### src/hw/rtl/oba_pkg.sv
// oba_pkg: shared constants, types and helpers for the owned block allocator.
// Used by oba_tag_ram and owned_block_allocator; no dependencies.
package oba_pkg;

	localparam int NUM_BLOCKS = 32;
	localparam int OWNER_BITS = 8;
	localparam int IDX_W      = $clog2(NUM_BLOCKS);
	localparam int CNT_W      = $clog2(NUM_BLOCKS + 1);
	localparam int CMD_W      = 2;
	localparam int OWNER_ID_W = 8;
	localparam int BLK_IDX_W  = 6;
	localparam int GRANT_W    = 5;

	typedef logic [CMD_W-1:0]      cmd_t;
	typedef logic [IDX_W-1:0]      blk_idx_t;
	typedef logic [OWNER_BITS-1:0] tag_t;

	localparam cmd_t CMD_ALLOC       = 2'd0;
	localparam cmd_t CMD_FREE        = 2'd1;
	localparam cmd_t CMD_RELEASE_ALL = 2'd2;

	typedef struct packed {
		logic     we;
		blk_idx_t waddr;
		tag_t     wdata;
		logic     re;
		blk_idx_t raddr;
	} tag_req_t;

	// lowest clear bit; MSB of result flags that one was found
	function automatic logic [IDX_W:0] pick_free(logic [NUM_BLOCKS-1:0] used);
		logic [IDX_W:0] res;
		res = '0;
		for (int i = NUM_BLOCKS - 1; i >= 0; i--) begin
			if (!used[i]) begin
				res = {1'b1, IDX_W'(i)};
			end
		end
		return res;
	endfunction

endpackage

### src/hw/rtl/oba_tag_ram.sv
// oba_tag_ram: owner tag store, one write and one registered read port.
// Depends on oba_pkg.
module oba_tag_ram (
	input  logic             clk,
	input  oba_pkg::tag_req_t req,
	output oba_pkg::tag_t    rd_data
);
	import oba_pkg::*;

	tag_t mem [NUM_BLOCKS];

	always_ff @(posedge clk) begin
		if (req.we) begin
			mem[req.waddr] <= req.wdata;
		end
		if (req.re) begin
			rd_data <= mem[req.raddr];
		end
	end

endmodule

### src/hw/rtl/owned_block_allocator.sv
// owned_block_allocator: first-fit block allocator with per-block owner tags.
// Depends on oba_pkg and oba_tag_ram.
//
//  channel  dir  tdata / tuser                               word
//  s_*      in   tuser[1:0] cmd; tdata[7:0] owner_id,        one command
//                tdata[13:8] block_index
//  m_*      out  tdata[0] status, tdata[5:1] granted_index   one result
//
// Allocate: pick from in-use flops, tag write, result.
// Free: tag RAM read, compare, result.
// Release-all: a sweep of the tag RAM read port.
// A stalled m_tready holds up the result step only.
// Reset clears the in-use flops at once; tags of idle blocks are never used.
module owned_block_allocator (
	input  logic        clk,
	input  logic        arst_n,
	input  logic        s_tvalid,
	output logic        s_tready,
	input  logic [15:0] s_tdata,  // owner_id[7:0], block_index[13:8], zero pad
	input  logic [1:0]  s_tuser,  // cmd[1:0]
	output logic        m_tvalid,
	input  logic        m_tready,
	output logic [7:0]  m_tdata   // status[0], granted_index[5:1], zero pad
);
	import oba_pkg::*;

	typedef enum logic [1:0] {ST_IDLE, ST_FREE, ST_REL, ST_DONE} state_t;

	state_t                 state_q;
	logic [NUM_BLOCKS-1:0]  in_use_q;
	tag_t                   owner_q;
	blk_idx_t               idx_q;
	logic                   idx_ok_q;
	logic [CNT_W-1:0]       cnt_q;
	blk_idx_t               rel_addr_s1;
	logic                   rel_vld_s1;
	logic                   res_status_q;
	logic [GRANT_W-1:0]     res_grant_q;
	logic                   m_tvalid_q;
	logic                   m_status_q;
	logic [GRANT_W-1:0]     m_grant_q;

	cmd_t                   in_cmd;
	tag_t                   in_owner;
	logic [BLK_IDX_W-1:0]   in_idx;
	logic                   accept;
	logic [IDX_W:0]         pick;
	logic                   any_free;
	blk_idx_t               pick_idx;
	tag_t                   tag_rd;
	tag_req_t               tag_req;
	logic                   free_ok;
	logic                   rel_hit;
	logic                   sweep_more;

	assign in_cmd   = s_tuser;
	assign in_owner = tag_t'(s_tdata[OWNER_ID_W-1:0]);
	assign in_idx   = s_tdata[OWNER_ID_W +: BLK_IDX_W];

	assign s_tready = (state_q == ST_IDLE);
	assign accept   = s_tvalid && s_tready;

	assign pick     = pick_free(in_use_q);
	assign any_free = pick[IDX_W];
	assign pick_idx = pick[IDX_W-1:0];

	assign free_ok    = idx_ok_q && in_use_q[idx_q] && (tag_rd == owner_q);
	assign rel_hit    = rel_vld_s1 && (tag_rd == owner_q);
	assign sweep_more = (cnt_q < CNT_W'(NUM_BLOCKS));

	always_comb begin
		tag_req = '0;
		if (accept) begin
			unique case (in_cmd)
				CMD_ALLOC: begin
					tag_req.we    = any_free;
					tag_req.waddr = pick_idx;
					tag_req.wdata = in_owner;
				end
				CMD_FREE: begin
					tag_req.re    = 1'b1;
					tag_req.raddr = IDX_W'(in_idx);
				end
				CMD_RELEASE_ALL: begin
					tag_req.re    = 1'b1;
					tag_req.raddr = '0;
				end
				default: ;
			endcase
		end else if (state_q == ST_REL && sweep_more) begin
			tag_req.re    = 1'b1;
			tag_req.raddr = cnt_q[IDX_W-1:0];
		end
	end

	oba_tag_ram u_tag_ram (
		.clk     (clk),
		.req     (tag_req),
		.rd_data (tag_rd)
	);

	always_ff @(posedge clk or negedge arst_n) begin
		if (!arst_n) begin
			state_q      <= ST_IDLE;
			in_use_q     <= '0;
			owner_q      <= '0;
			idx_q        <= '0;
			idx_ok_q     <= 1'b0;
			cnt_q        <= '0;
			rel_addr_s1  <= '0;
			rel_vld_s1   <= 1'b0;
			res_status_q <= 1'b0;
			res_grant_q  <= '0;
			m_tvalid_q   <= 1'b0;
			m_status_q   <= 1'b0;
			m_grant_q    <= '0;
		end else begin
			if (m_tvalid_q && m_tready && state_q != ST_DONE) begin
				m_tvalid_q <= 1'b0;
			end
			unique case (state_q)
				ST_IDLE: begin
					if (accept) begin
						owner_q  <= in_owner;
						idx_q    <= IDX_W'(in_idx);
						idx_ok_q <= (32'(in_idx) < NUM_BLOCKS);
						unique case (in_cmd)
							CMD_ALLOC: begin
								if (any_free) begin
									in_use_q[pick_idx] <= 1'b1;
								end
								res_status_q <= !any_free;
								res_grant_q  <= any_free ? GRANT_W'(pick_idx) : '0;
								state_q      <= ST_DONE;
							end
							CMD_FREE: begin
								res_status_q <= 1'b1;
								res_grant_q  <= '0;
								state_q      <= ST_FREE;
							end
							CMD_RELEASE_ALL: begin
								res_status_q <= 1'b1;
								res_grant_q  <= '0;
								cnt_q        <= CNT_W'(1);
								rel_addr_s1  <= '0;
								rel_vld_s1   <= 1'b1;
								state_q      <= ST_REL;
							end
							default: begin
								res_status_q <= 1'b1;
								res_grant_q  <= '0;
								state_q      <= ST_DONE;
							end
						endcase
					end
				end
				ST_FREE: begin
					if (free_ok) begin
						in_use_q[idx_q] <= 1'b0;
						res_status_q    <= 1'b0;
					end
					state_q <= ST_DONE;
				end
				ST_REL: begin
					if (rel_hit) begin
						in_use_q[rel_addr_s1] <= 1'b0;
					end
					if (sweep_more) begin
						rel_addr_s1 <= cnt_q[IDX_W-1:0];
						cnt_q       <= cnt_q + CNT_W'(1);
					end else begin
						rel_vld_s1   <= 1'b0;
						res_status_q <= 1'b0;
						state_q      <= ST_DONE;
					end
				end
				ST_DONE: begin
					if (!m_tvalid_q || m_tready) begin
						m_tvalid_q <= 1'b1;
						m_status_q <= res_status_q;
						m_grant_q  <= res_grant_q;
						state_q    <= ST_IDLE;
					end
				end
				default: begin
					state_q <= ST_IDLE;
				end
			endcase
		end
	end

	assign m_tvalid = m_tvalid_q;
	assign m_tdata  = {(8 - GRANT_W - 1)'(0), m_grant_q, m_status_q};

	a_one_at_a_time: assert property (@(posedge clk) disable iff (!arst_n)
		accept |=> !s_tready)
		else $error("command taken while another is in progress");

	a_alloc_marks: assert property (@(posedge clk) disable iff (!arst_n)
		(accept && in_cmd == CMD_ALLOC && any_free) |=> in_use_q[$past(pick_idx)])
		else $error("allocated block not marked in use");

	a_free_clears: assert property (@(posedge clk) disable iff (!arst_n)
		(state_q == ST_FREE && free_ok) |=> !in_use_q[$past(idx_q)])
		else $error("freed block still marked in use");

	a_sweep_no_write: assert property (@(posedge clk) disable iff (!arst_n)
		(state_q == ST_REL) |-> !tag_req.we)
		else $error("tag write during release sweep");

	a_result_after_done: assert property (@(posedge clk) disable iff (!arst_n)
		(state_q == ST_DONE && (!m_tvalid_q || m_tready)) |=> m_tvalid_q)
		else $error("result not presented after completion");

endmodule
### config.mk
export PLATFORM = sky130hd
export DESIGN_NAME = owned_block_allocator
export DESIGN_NICKNAME = d
export VERILOG_FILES = /design/src/hw/rtl/oba_pkg.sv /design/src/hw/rtl/oba_tag_ram.sv /design/src/hw/rtl/owned_block_allocator.sv
export SDC_FILE = /design/constraint.sdc
export NUM_CORES = 1
export LEC_CHECK = 0
export ABC_AREA = 1
export BUFFER_PORTS_ARGS = -buffer_cell sky130_fd_sc_hd__clkbuf_2
export CAP_MARGIN = 20
export CORE_ASPECT_RATIO = 1.75
export CORE_UTILIZATION = 50
export DETAILED_ROUTE_END_ITERATION = 8
export GPL_TIMING_DRIVEN = 0
export PLACE_DENSITY = 0.66
export SYNTH_ARGS = -nofsm -noshare
export SYNTH_HDL_FRONTEND = slang
export SYNTH_HIERARCHICAL = 1
export SYNTH_SLANG_ARGS = --single-unit
### constraint.sdc
create_clock -name clk -period 4.8 [get_ports clk]
set_clock_uncertainty 0.15 [all_clocks]
set_input_delay 0.72 -clock clk [delete_from_list [all_inputs] [get_ports clk]]
set_output_delay 0.72 -clock clk [all_outputs]
set_load 0.01 [all_outputs]
==> results.json <==
{
  "ys.flop_type": "edfxtp_1",
  "grt_pass1_vias": 11530,
  "maxSlewViolCount": 0,
  "area_growth_pct": 11.87,
  "crit_arrival_ns": 4.61,
  "final_area_sq_mm": 0.01737,
  "grt_pass1_wl_um": 69410,
  "cp.required_ns": 4.84,
  "track_usage": 0.3023,
  "synth_area_sq_mm": 0.01553,
  "period_share": 0.9532,
  "crit_type": "reg -> reg",
  "root_buffer": "clkbuf_16",
  "drt_iter0_drc": 869,
  "netlist-cell-type-count": 41,
  "yosysTopAreaCellShare": 0.5106,
  "nFillCells": 2645,
  "finalSetupViolCount": 0,
  "num_rows": 85,
  "cap_violations": 0,
  "relSlewSlack": 0.2685,
  "die_w_um": 135.2,
  "place_ws_ns": 0.2416,
  "drtAntennaViolNets": 0,
  "clock_sinks": 337,
  "fin_ws_ns": 0.2249,
  "cp_slowest_cell": "nor2_1",
  "final_cell_mix": "nand2_1 (481), edfxtp_1 (264), nand3_1 (241)",
  "leakage_nw": 6.599,
  "vias": 11740,
  "cts_tree": "yes",
  "clkTransAtPathRegs_ns": 0.06,
  "synth_area_leader_cell": "edfxtp_1",
  "finalPower_mw": 9.484,
  "hold_viol": 0,
  "fin_nets": 1622,
  "synth_warnings": 6,
  "worstSkewPairLatency_ns": 0.57,
  "antenna_cells": 0,
  "critPathMaxFanout": 10,
  "layout_commonest_cell": "nand2_1",
  "place_area_sq_mm": 0.01636,
  "routabilityCongestion": 1.032,
  "regArea_sq_mm": 0.009754,
  "fin_crit_ns": 4.575,
  "clockBufferDepth": 3,
  "ir_drop_mv": 0.3555,
  "design.die.area_sq_mm": 0.03179,
  "via_per_inst": 5.866,
  "ios": 32,
  "wl_per_cell_um": 23.40,
  "core_area_sq_mm": 0.03063,
  "dp_hpwl_um": 33180,
  "multiInputGateArea_sq_mm": 0.005010,
  "async_flop_share": 0.2166,
  "fin_setup_tns_ns": 0,
  "p_per_area_mw_per_mm2": 546.0,
  "synth-edff-count": 264,
  "tightest_slew_ns": 1.089,
  "hp-class": "in -> reg",
  "worstSetupEndpointType": "flip-flop",
  "status": "complete, no violations",
  "rsz0062_at_grt": "yes",
  "slowest_delay_ns": 0.83,
  "synth_seq_cells": 337,
  "syn_area_per_cell_sq_um": 10.25,
  "initial_core_util": 0.5069,
  "grt_max_degree": 52,
  "synth-seq-area-share": 0.6282,
  "grt.overflow.total": 0,
  "max_freq_mhz": 218.6,
  "layout-drive-gt1-share": 0.1204,
  "netlist_top_cells_area": "edfxtp_1 (51%), dfrtp_1 (12%), nand2_1 (12%)",
  "die_y_um": 235.1,
  "critPathLaunchType": "flip-flop",
  "drc": 0,
  "routed_wl_um": 46840,
  "first_pass_iters": 8,
  "antenna_found_initial": 0,
  "path_common_cell": "nand2_1",
  "cts_max_level": 1,
  "cts-buffers-inserted": 31,
  "synthCells": 1515,
  "portBuffers": 27
}
[flip-flops by register name (all words and copies together) (netlist names)]
register,flops
cnt_q,6
idx_ok_q,1
idx_q,5
in_use_q,32
m_grant_q,5
m_status_q,1
m_tvalid,1
owner_q,8
rel_addr_s1,5
rel_vld_s1,1
res_grant_q,5
res_status_q,1
state_q,2
u_tag_ram/mem,256
u_tag_ram/rd_data,8
[logic make-up after synthesis]
family,synth area share
DFF,0.6282
adders and majority gates,0.007252
xor gates and xnor gates,0.002256
and+or+nand+nor,0.2493
other,0.0002415
AOI/OAI and AO/OA,0.05761
buffers and inverters,0.05439
muxes,0.0007252
[final timing paths]
kind	endpoint	slack [ns]	start	cells after the start
max	u_tag_ram/mem[19][7]	0.22	in_use_q[31]	35
min	idx_ok_q	0.22	s_tdata[13]	2
max reg2reg	u_tag_ram/mem[19][7]	0.22	in_use_q[31]	35
min reg2reg	m_grant_q[3]	0.33	m_grant_q[3]	2
max in group asynchronous	owner_q[4]	3.41	arst_n	3
min in group asynchronous	in_use_q[20]	0.48	arst_n	2
[cell usage after synthesis, types with 4 or more instances]
cell      instances
nand2_1         481
edfxtp_1        264
nand3_1         241
nor2_1           79
dfrtp_1          73
inv_1            67
a22oi_1          39
o21ai_0          32
nor3_1           31
buf_6            28
o31ai_1          27
nand4_1          22
buf_2            18
o22ai_1          14
clkbuf_1         12
a21oi_1          10
ha_1              9
nand3_2           9
buf_4             8
or2_2             5
inv_2             4
nor3_2            4
xnor2_1           4
[repair_timing]
action,in CTS,in global routing
hold endpoints to repair,22,0
hold buffers,1,0
buffers inserted,0,0
gates resized for setup,0,13
setup endpoints to repair,0,174
[where the power goes]
part / internal (mW) / total, mW / switching (mW)
Combinational: 1.08 / 3.60 / 2.52
Clock: 1.29 / 2.34 / 1.05
Sequential: 3.38 / 3.55 / 0.165
Total: 5.74 / 9.48 / 3.74
[cell type report]
| type | count | share of cell area |
|---|---|---|
| Buffer | 73 | 0.03285 |
| Clock buffer | 36 | 0.04574 |
| Clock inverter | 17 | 0.008500 |
| Inverter | 73 | 0.01577 |
| Multi-Input combinational cell | 1033 | 0.2884 |
| Sequential cell | 337 | 0.5616 |
| Tap cell | 391 | 0.02816 |
| Timing Repair Buffer | 42 | 0.01902 |
[critical path, delay by kind of cell (launching register included)]
kind,cells,cell delay (ns)
flops,1,0.39
simple gates,34,3.52
buf+inv,1,0.10
[per-stage QoR]
step / std cells / utilization / hold WS, ns
2_1_floorplan: 1516 / - / 0.2744
3_3_place_gp: 1934 / 0.5275 / 0.3225
3_5_place_dp: 1945 / 0.5341 / 0.3252
4_1_cts: 1999 / 0.5652 / 0.2046
5_1_grt: 2002 / 0.5671 / 0.2162
6_report: 2002 / 0.5671 / 0.2233
[routing by layer]
layer  part of all wire  track usage
met5                  0            0
met4              0.092       0.2373
met3              0.056      0.04393
met2               0.53       0.5419
met1               0.32       0.3082
Note: power is estimated with default switching activity, not from simulation.
